<file path="src/rtl/crc16_frame_append_check_top_assert.svh">
// ----------------------------------------------------------------------------
// crc16 framer assertion macros
// shared property forms for the framer's concurrent checks
// ----------------------------------------------------------------------------
`ifndef CRC16_FRAME_APPEND_CHECK_TOP_ASSERT_SVH
`define CRC16_FRAME_APPEND_CHECK_TOP_ASSERT_SVH

// antecedent holds, consequent holds in the same cycle
`define CRCFAC_ASSERT_SAME(label, ante, cons, msg) \
  label: assert property (@(posedge clk) disable iff (!rst_n) (ante) |-> (cons)) \
    else $error(msg);

// antecedent holds, consequent holds in the next cycle
`define CRCFAC_ASSERT_NEXT(label, ante, cons, msg) \
  label: assert property (@(posedge clk) disable iff (!rst_n) (ante) |=> (cons)) \
    else $error(msg);

`endif

</file>
<file path="src/rtl/crcfac_pkg.sv">
// ----------------------------------------------------------------------------
// crcfac_pkg
// types, constants and the crc byte fold shared by the framer modules
// ----------------------------------------------------------------------------
package crcfac_pkg;

  localparam logic [15:0] CRC_POLY   = 16'h1021;
  localparam logic [15:0] CRC_TOPBIT = 16'h8000;

  // front to back queue
  localparam int QDEPTH = 4;
  localparam int QAW    = $clog2(QDEPTH);

  // configuration register map
  localparam int          CFG_AW             = 3;
  localparam logic        CFG_IDX_CHECK_MODE = 1'b0;

  typedef struct packed {
    logic [7:0]  data_byte;
    logic        last;
    logic        check;
    logic [15:0] crc;
  } crcfac_entry_t;

  typedef enum logic [2:0] {
    PH_DATA = 3'b001,
    PH_HI   = 3'b010,
    PH_LO   = 3'b100
  } crcfac_phase_t;

  // one byte into the crc, msb first
  function automatic logic [15:0] crcfac_fold(input logic [15:0] crc,
                                              input logic [7:0]  data);
    logic [15:0] c;
    c = crc ^ {data, 8'h00};
    for (int k = 0; k < 8; k++) begin
      if ((c & CRC_TOPBIT) != 16'h0000) begin
        c = {c[14:0], 1'b0} ^ CRC_POLY;
      end else begin
        c = {c[14:0], 1'b0};
      end
    end
    return c;
  endfunction

endpackage

</file>
<file path="src/rtl/crc16_frame_append_check_top.sv">
// ----------------------------------------------------------------------------
// crc16_frame_append_check_top
// crc-16 (0x1021, init 0, msb first) frame framer and checker
// ----------------------------------------------------------------------------
// input queue side: push with in_data_byte / in_frame_end, held off by full.
// result queue side: a word waits on the out_ ports while empty is low and
// leaves when pop is high.
// append mode (check_mode 0): every byte passes through; the last byte of a
// frame is followed by the crc high and low bytes, the low one with
// out_last set. check mode: one word per byte, crc_good on the last byte
// tells whether the remainder is zero.
// an accepted word goes through the word queue into the output register
// once the result side is free. throughput: one byte per cycle while pop
// keeps the result side free; the last byte of an append frame stays at
// the queue head for its data, crc high and crc low words, and a four-entry
// word queue absorbs short bursts. reset clears the crc, the queues and
// check_mode; the crc also clears after every frame. when pop stays low the
// word queue fills and full rises. check_mode sits at apb address 0, to be
// written only while the block is idle; the block does not enforce this.
// ----------------------------------------------------------------------------
`include "crc16_frame_append_check_top_assert.svh"

module crc16_frame_append_check_top import crcfac_pkg::*; (
  input  logic              clk,
  input  logic              rst_n,
  // input channel
  input  logic              push,
  output logic              full,
  input  logic [7:0]        in_data_byte,
  input  logic              in_frame_end,
  // result channel
  output logic              empty,
  input  logic              pop,
  output logic [7:0]        out_out_byte,
  output logic              out_is_crc_byte,
  output logic              out_out_last,
  output logic              out_crc_good,
  // configuration
  input  logic              psel,
  input  logic              penable,
  input  logic              pwrite,
  input  logic [CFG_AW-1:0] paddr,
  input  logic [31:0]       pwdata,
  output logic [31:0]       prdata,
  output logic              pready
);

  logic          check_mode_r, check_mode_nxt;
  logic          cfg_wr;
  logic          q_full, q_push, q_pop, q_empty;
  crcfac_entry_t q_entry, q_head;

  assign pready = 1'b1;
  assign cfg_wr = psel && penable && pwrite && pready;

  always_comb begin
    check_mode_nxt = check_mode_r;
    if (cfg_wr && paddr[2] == CFG_IDX_CHECK_MODE) begin
      check_mode_nxt = pwdata[0];
    end
    prdata = 32'h0000_0000;
    if (paddr[2] == CFG_IDX_CHECK_MODE) begin
      prdata = {31'h0000_0000, check_mode_r};
    end
  end

  always_ff @(posedge clk) begin
    if (!rst_n) begin
      check_mode_r <= 1'b0;
    end else begin
      check_mode_r <= check_mode_nxt;
    end
  end

  crcfac_front u_front (
    .clk        (clk),
    .rst_n      (rst_n),
    .push       (push),
    .data_byte  (in_data_byte),
    .frame_end  (in_frame_end),
    .check_mode (check_mode_r),
    .q_full     (q_full),
    .full       (full),
    .q_push     (q_push),
    .q_entry    (q_entry)
  );

  crcfac_queue u_queue (
    .clk        (clk),
    .rst_n      (rst_n),
    .push       (q_push),
    .push_entry (q_entry),
    .full       (q_full),
    .pop        (q_pop),
    .head       (q_head),
    .empty      (q_empty)
  );

  crcfac_back u_back (
    .clk         (clk),
    .rst_n       (rst_n),
    .q_empty     (q_empty),
    .q_head      (q_head),
    .q_pop       (q_pop),
    .pop         (pop),
    .empty       (empty),
    .out_byte    (out_out_byte),
    .is_crc_byte (out_is_crc_byte),
    .out_last    (out_out_last),
    .crc_good    (out_crc_good)
  );

  // an accepted word is in the queue at the next edge
  `CRCFAC_ASSERT_NEXT(a_push_lands, push && !full, !q_empty, "accepted word lost")

  // crc low byte follows the high byte directly
  `CRCFAC_ASSERT_NEXT(a_crc_lo_follows,
    !empty && pop && out_is_crc_byte && !out_out_last,
    !empty && out_is_crc_byte && out_out_last, "crc low byte not next")

  // crc_good only on a passed-through final byte
  `CRCFAC_ASSERT_SAME(a_good_on_last, !empty && out_crc_good,
    out_out_last && !out_is_crc_byte, "crc_good outside frame end")

endmodule

</file>
<file path="src/rtl/crcfac_front.sv">
// ----------------------------------------------------------------------------
// crcfac_front
// accepts frame bytes, folds them into the running crc and tags each word
// ----------------------------------------------------------------------------
module crcfac_front import crcfac_pkg::*; (
  input  logic          clk,
  input  logic          rst_n,
  input  logic          push,
  input  logic [7:0]    data_byte,
  input  logic          frame_end,
  input  logic          check_mode,
  input  logic          q_full,
  output logic          full,
  output logic          q_push,
  output crcfac_entry_t q_entry
);

  logic [15:0] crc_r;
  logic [15:0] crc_nxt;
  logic [15:0] crc_fold;

  assign full     = q_full;
  assign q_push   = push && !q_full;
  assign crc_fold = crcfac_fold(crc_r, data_byte);

  assign q_entry.data_byte = data_byte;
  assign q_entry.last      = frame_end;
  assign q_entry.check     = check_mode;
  assign q_entry.crc       = crc_fold;

  // remainder clears at the end of every frame
  always_comb begin
    crc_nxt = crc_r;
    if (q_push) begin
      crc_nxt = frame_end ? 16'h0000 : crc_fold;
    end
  end

  always_ff @(posedge clk) begin
    if (!rst_n) begin
      crc_r <= 16'h0000;
    end else begin
      crc_r <= crc_nxt;
    end
  end

endmodule

</file>
<file path="src/rtl/crcfac_queue.sv">
// ----------------------------------------------------------------------------
// crcfac_queue
// short fifo of tagged words between the front and the back
// ----------------------------------------------------------------------------
module crcfac_queue import crcfac_pkg::*; (
  input  logic          clk,
  input  logic          rst_n,
  input  logic          push,
  input  crcfac_entry_t push_entry,
  output logic          full,
  input  logic          pop,
  output crcfac_entry_t head,
  output logic          empty
);

  crcfac_entry_t      slot_r [QDEPTH];
  logic [QAW-1:0]     wr_ptr_r, wr_ptr_nxt;
  logic [QAW-1:0]     rd_ptr_r, rd_ptr_nxt;
  logic [QAW:0]       count_r, count_nxt;
  logic               do_push, do_pop;

  assign full    = (count_r == (QAW+1)'(QDEPTH));
  assign empty   = (count_r == '0);
  assign head    = slot_r[rd_ptr_r];
  assign do_push = push && !full;
  assign do_pop  = pop && !empty;

  always_comb begin
    wr_ptr_nxt = do_push ? wr_ptr_r + 1'b1 : wr_ptr_r;
    rd_ptr_nxt = do_pop  ? rd_ptr_r + 1'b1 : rd_ptr_r;
    count_nxt  = count_r;
    if (do_push && !do_pop) begin
      count_nxt = count_r + 1'b1;
    end else if (do_pop && !do_push) begin
      count_nxt = count_r - 1'b1;
    end
  end

  always_ff @(posedge clk) begin
    if (!rst_n) begin
      wr_ptr_r <= '0;
      rd_ptr_r <= '0;
      count_r  <= '0;
    end else begin
      wr_ptr_r <= wr_ptr_nxt;
      rd_ptr_r <= rd_ptr_nxt;
      count_r  <= count_nxt;
    end
  end

  always_ff @(posedge clk) begin
    if (do_push) begin
      slot_r[wr_ptr_r] <= push_entry;
    end
  end

endmodule

</file>
<file path="src/rtl/crcfac_back.sv">
// ----------------------------------------------------------------------------
// crcfac_back
// expands tagged words into result words and holds the output register
// ----------------------------------------------------------------------------
module crcfac_back import crcfac_pkg::*; (
  input  logic          clk,
  input  logic          rst_n,
  input  logic          q_empty,
  input  crcfac_entry_t q_head,
  output logic          q_pop,
  input  logic          pop,
  output logic          empty,
  output logic [7:0]    out_byte,
  output logic          is_crc_byte,
  output logic          out_last,
  output logic          crc_good
);

  crcfac_phase_t phase_r, phase_nxt;
  logic          valid_r, valid_nxt;
  logic [7:0]    byte_r;
  logic          isc_r, last_r, good_r;
  logic [7:0]    res_byte;
  logic          res_isc, res_last, res_good;
  logic          load, take, multi;

  assign load  = !valid_r || pop;
  assign take  = load && !q_empty;
  // append mode, last byte: data then crc high then crc low
  assign multi = !q_head.check && q_head.last;
  assign q_pop = take && (!multi || phase_r == PH_LO);

  always_comb begin
    res_byte = q_head.data_byte;
    res_isc  = 1'b0;
    res_last = q_head.check && q_head.last;
    res_good = q_head.check && q_head.last && (q_head.crc == 16'h0000);
    unique case (phase_r)
      PH_DATA: begin
      end
      PH_HI: begin
        res_byte = q_head.crc[15:8];
        res_isc  = 1'b1;
        res_last = 1'b0;
        res_good = 1'b0;
      end
      PH_LO: begin
        res_byte = q_head.crc[7:0];
        res_isc  = 1'b1;
        res_last = 1'b1;
        res_good = 1'b0;
      end
      default: begin
      end
    endcase
  end

  always_comb begin
    phase_nxt = phase_r;
    if (take && multi) begin
      unique case (phase_r)
        PH_DATA: phase_nxt = PH_HI;
        PH_HI:   phase_nxt = PH_LO;
        PH_LO:   phase_nxt = PH_DATA;
        default: phase_nxt = PH_DATA;
      endcase
    end
    valid_nxt = load ? !q_empty : valid_r;
  end

  always_ff @(posedge clk) begin
    if (!rst_n) begin
      phase_r <= PH_DATA;
      valid_r <= 1'b0;
    end else begin
      phase_r <= phase_nxt;
      valid_r <= valid_nxt;
    end
  end

  always_ff @(posedge clk) begin
    if (take) begin
      byte_r <= res_byte;
      isc_r  <= res_isc;
      last_r <= res_last;
      good_r <= res_good;
    end
  end

  assign empty       = !valid_r;
  assign out_byte    = byte_r;
  assign is_crc_byte = isc_r;
  assign out_last    = last_r;
  assign crc_good    = good_r;

endmodule
</file>
<file path="config.mk">
export PLATFORM = sky130hd
export DESIGN_NAME = crc16_frame_append_check_top
export DESIGN_NICKNAME = d
export VERILOG_FILES = /design/src/rtl/crcfac_pkg.sv /design/src/rtl/crc16_frame_append_check_top.sv /design/src/rtl/crcfac_front.sv /design/src/rtl/crcfac_queue.sv /design/src/rtl/crcfac_back.sv
export VERILOG_INCLUDE_DIRS = /design/src /design/src/rtl
export SDC_FILE = /design/constraint.sdc
export NUM_CORES = 1
export LEC_CHECK = 0
export ABC_AREA = 1
export ABC_CLOCK_PERIOD_IN_PS = 2300
export BUFFER_PORTS_ARGS = -buffer_cell sky130_fd_sc_hd__buf_2
export CAP_MARGIN = 20
export CORE_ASPECT_RATIO = 1.2
export CORE_MARGIN = 2
export CORE_UTILIZATION = 45
export DETAILED_ROUTE_END_ITERATION = 16
export PLACE_DENSITY = 0.7
export SLEW_MARGIN = 20
export SYNTH_ARGS = -nofsm -noshare
export SYNTH_HDL_FRONTEND = slang
export SYNTH_SLANG_ARGS = --single-unit
</file>
<file path="constraint.sdc">
create_clock -name clk -period 2.3 [get_ports clk]
set_input_delay 0.115 -clock clk [delete_from_list [all_inputs] [get_ports clk]]
set_output_delay 0.115 -clock clk [all_outputs]
set_load 0.02 [all_outputs]
</file>
Word level (Yosys, flattened, before mapping)
Memory sizes are Yosys's and may differ from the RTL's. A register that Yosys moved wholly into a read port is not among the register bits. Cells that the tools add are included.

Register bits: 39. Memory bits (writable): 104. Bits of input ports: 51. Output and inout bits: 46. Logic and storage cells: 77. Memories kept: 1.

Memories: u_queue.slot_r (depth 4, bits a word 26, rd ports 1, clocked after Yosys merged registers in 1, write ports 1, RTL line crcfac_queue.sv:16) `crcfac_entry_t slot_r [QDEPTH];`.

$add $sub $neg: 4. Equality and inequality tests: 4. Mux-type cells: 20. Bitwise gates (word level): 10. Reductions and logical operators: 27.

Operators by type and width (count): 13-bit 2-to-1 mux (8); 3-bit inverter (8); 16-bit zero test (1); 16-bit 2-to-1 mux (1); 8-bit one-hot mux with 2 select lines (1); 16-bit bitwise XOR (1); 1-bit logical AND (14); 1-bit zero test (7); 3-bit equality test, second input constant (2); 3-bit 2-to-1 mux (2); 3-bit one-hot mux with 2 select lines (1); 2-bit by 1-bit adder with 2-bit output, second input constant (2); 1-bit 2-to-1 mux (4); 2-bit 2-to-1 mux (2); 3-bit by 1-bit adder with 3-bit output, second input constant (1); 3-bit by 1-bit equality test with 1-bit output, second input constant (1); 3-bit by 2-bit equality test with 1-bit output, second input constant (1); 3-bit zero test (1); 3-bit by 1-bit subtractor with 3-bit output, second input constant (1); 1-bit logical OR (2); 1-bit one-hot mux with 2 select lines (1); 2-bit nonzero test (1); 2-bit OR reduction (1); 1-bit inverter (1).

Depth between registers and ports, before layout
Depth after elaboration: 18. Depth in mapped cells: 14. Depth with buffers taken out: 13.

Modules after synthesis
Synthesis repeated with hierarchy kept, for this count alone.

Cell total of the unflattened synthesis: 659. Area, all modules: 6662.6 um2.

Modules (own cells, without submodules): crcfac_queue (times used 1, cells an instance 321, area each 4337.9 um2, seq. area each 3303.2 um2); crcfac_front (times used 1, cells an instance 189, area each 1202.4 um2, seq. area each 320.3 um2); crcfac_back (times used 1, cells an instance 103, area each 808.3 um2, seq. area each 410.4 um2); crc16_frame_append_check_top (times used 1, cells an instance 46, area each 314.1 um2, seq. area each 20.0 um2).

Worst setup path after synthesis
No wires, ideal clock.

Path kind: flip-flop to flip-flop. From: register u_queue.count_r[0]. To: memory u_queue.slot_r[0][0] in the netlist's numbering (enable). Library setup time: 0.409 ns. Data arrival time: 1.919 ns. Required time: 1.891 ns. Setup slack: -0.028 ns. Cell stages (with the launch flop): 6. Path buffers: 1. Period minus slack after synthesis: 2.328 ns. Path through: dfxtp_1 > inv_1 > nand3_2 > nand2_2 > buf_2 > nor2_1.

Longest elaborated chain between the ends: 6.

Ends and longest elaborated chain: start: declaration (RTL line crcfac_queue.sv:19) `logic [QAW:0] count_r, count_nxt;`; start signal: assignment (RTL line crcfac_queue.sv:47) `count_r <= count_nxt;`; 3-bit equality test * (RTL line crcfac_queue.sv:22) `assign full = (count_r == (QAW+1)'(QDEPTH));`; 1-bit zero test * (RTL line crcfac_front.sv:23, crcfac_queue.sv:25); 1-bit logical AND (RTL line crcfac_front.sv:23) `assign q_push = push && !q_full;`; 1-bit logical AND * (RTL line crcfac_queue.sv:25) `assign do_push = push && !full;`; 1-bit 2-to-1 mux * (RTL line crcfac_queue.sv:52) `if (do_push) begin`; 1-bit 2-to-1 mux (not written as such) * (RTL line crcfac_queue.sv:53) `slot_r[wr_ptr_r] <= push_entry;`; end: declaration (RTL line crcfac_queue.sv:16).

Mark *: on every way between the ends. The rest lies on a longest branch, timed or not.

==> metrics.yaml <==
floorplan:
  die_y_um: 135.5
  die_w_um: 113.6
  rows: 48
  core_area_mm2: 0.01423
  die-area_mm2: 0.01539
  io_pins: 97
  start_util_pct: 45.57
timing:
  finalClockSkew_ns: 0.009438
  period_minus_slack_ns: 2.131
  final_hold_viol_count: 0
  worstMarginPinSlew_ns: 0.7519
  maxSlewViolCount: 0
  finalCritPeriodShare_pct: 92.65
  setup_violations: 0
  fin_tns_setup_ns: 0
  clock.fmax_mhz: 469.3
  slew_headroom_pct: 49.82
  rsz0062_at_grt: "false"
synth:
  synthTopCellsByCount: "nand2_1, edfxtp_1, nand3_1, inv_1, buf_4"
  syn-instance-count: 633
  synth_top_area_cell: "edfxtp_1"
  ys_seq_area_share_pct: 62.50
  syn_area_mm2: 0.006486
  ys_seq_elements: 145
  synth_area_leaders: "edfxtp_1, nand2_1, dfxtp_1, nand3_1, buf_4"
  synth_ff_type: "edfxtp_1"
  synth.most_common_cell: "nand2_1"
  async_flop_share_pct: 0
  synth_top_area_share_pct: 53.24
  synth_edf_count: 115
  synthDistinctLibCells: 29
  ys_warn_count: 0
  avgSynthCellArea_um2: 10.25
cts:
  path_clk_slew_ns: 0.06
  cts_tree: "built"
  numCtsBuffers: 17
  clock-sinks: 145
  htree_levels: 4
  cts_setup_buffers: 0
  cts_buffer_depth: 2
  clock_latency_ns: 0.42
  cts-root-buf: "clkbuf_16"
setup_path:
  critPathMaxFanout: 7
  end_kind: "flop"
  cp.arrival_ns: 2.43
  cp.required_ns: 2.60
  critPathLaunchType: "flop"
  crit_type: "reg2reg"
flow_run:
  max_cap_violations: 0
drt:
  routed_wl_um: 13340
  wl_per_cell_um: 15.25
  vias_per_cell: 5.121
  drt_iter0_drc: 310
  drt_first_pass_iters: 5
  drc: 0
  ant_nets: 0
  vias: 4481
final_layout:
  fill_cells: 1194
  antenna_cells: 0
  area_growth_pct: 14.81
  layout-drive-gt1-share_pct: 13.43
  multi_input_area_mm2: 0.001972
  fin_util_pct: 52.32
  layout.nets: 744
  seqCellArea_mm2: 0.004058
run_status:
  outcome: "finished clean"
placed_design:
  port_buffers: 31
  dpl.hpwl_um: 8813
  place_congestion: 0.8110
global_route:
  gr-total-overflow: 0
  grt_antenna_before_repair: 0
  grt_start_max_net_pins: 35
  grt_pass1_wl_um: 20870
  grt_pass1_vias: 4265
  grt_use_total_pct: 17.94
power_and_ir_drop:
  ir_drop_v: 0.0006760
  power.leakage_uw: 0.003034
  p_per_area_mw_per_mm2: 1233
hold_path:
  min_path_type: "in2reg"
state kept, by name, indices dropped and copies added, names as in the netlist, named ones only:
register            count
check_mode_r            1
u_back.crc_good         1
u_back.is_crc_byte      1
u_back.out_byte         8
u_back.out_last         1
u_back.phase_r          3
u_back.valid_r          1
u_front.crc_r          16
u_queue.count_r         3
u_queue.rd_ptr_r        2
u_queue.slot_r        104
u_queue.wr_ptr_r        2
power breakdown:
part	switching [uW]	leakage (uW)	internal [uW]	total, uW
clock	1010	0.000294	1840	2850
combinational	1930	0.00143	833	2760
sequential	165	0.00131	3410	3570
total	3100	0.00303	6080	9180
cells in the final DEF (no fill, tap or decap), types with 6 or more instances in the layout:
master / n
dlygate4sd3_1: 12
buf_2: 31
inv_1: 45
clkbuf_16: 17
nor2_1: 21
buf_4: 17
conb_1: 32
o21ai_0: 10
and2_1: 8
a21oi_1: 24
edfxtp_1: 115
dfxtp_1: 29
xnor2_1: 6
nand2_1: 191
o221ai_1: 8
nand3_1: 81
logic make-up after synthesis:
| logic type | count (synthesis) | share of synthesized area, % |
|---|---|---|
| simple gates | 319 | 21.20 |
| flops | 145 | 62.50 |
| buf+inv | 103 | 8.989 |
| compound gates | 48 | 4.572 |
| xor+xnor | 10 | 1.350 |
| fa+ha+maj | 6 | 1.273 |
| other cells | 2 | 0.1158 |
metrics by stage:
step	instances	worst slack [ns]	hold WS (ns)	power, uW	cell area [um2]
2_1_floorplan	663	-0.02816	0.2139	5661	6599
5_1_grt	875	0.01705	0.1200	9688	7447
3_3_place_gp	831	0.1506	0.3675	6236	6711
4_1_cts	875	0.03007	0.05805	9223	7443
3_5_place_dp	831	0.09520	0.3756	6348	6711
6_report	875	0.1691	0.07084	9180	7447
critical path, stage by stage, from the launching register on:
cell and delay (ns):
dfxtp_4 0.39, inv_4 0.06, nand2_1 0.06, nand3_1 0.09, nand2_2 0.14, nand3_2 0.13, nand2_2 0.10, ha_1 0.15
inv_1 0.07, fa_1 0.38, a21oi_1 0.14, o21ai_0 0.12, o21ai_1 0.13, a21oi_1 0.05
layer usage:
layer	GRT usage (%)	part of all wire [%]	vias up
li1	-	-	2180
met1	20.63	40	2109
met2	30.84	52	158
met3	4.653	5.7	34
met4	9.282	3.0	0
met5	0	0	-
worst paths after layout:
| path | from | slack [ns] | endpoint | cells past startpoint |
|---|---|---|---|---|
| worst max-delay path | flop | 0.17 | u_queue.count_r[2] | 13 |
| worst max register to register | flop | 0.17 | u_queue.count_r[2] | 13 |
| worst min-delay path | pop | 0.07 | u_back.valid_r | 4 |
| worst min register to register | u_front.crc_r[11] | 0.50 | u_front.crc_r[11] | 2 |
what timing repair did:
action                                 in CTS  in global routing
endpoints found under the hold margin      39                  0
hold buffers                               12                  0
setup endpoints to repair                   0                  1
resized for setup                           0                  3
layout make-up:
cell class	count	area share [%]
multi-input cells	415	26.48
clock inverters	10	2.117
clock buffers	22	6.099
well taps	175	2.940
flip-flops and latches	145	54.49
inverters	48	2.470
repair buffers	60	5.410
Power figures use the tool's default switching activity.
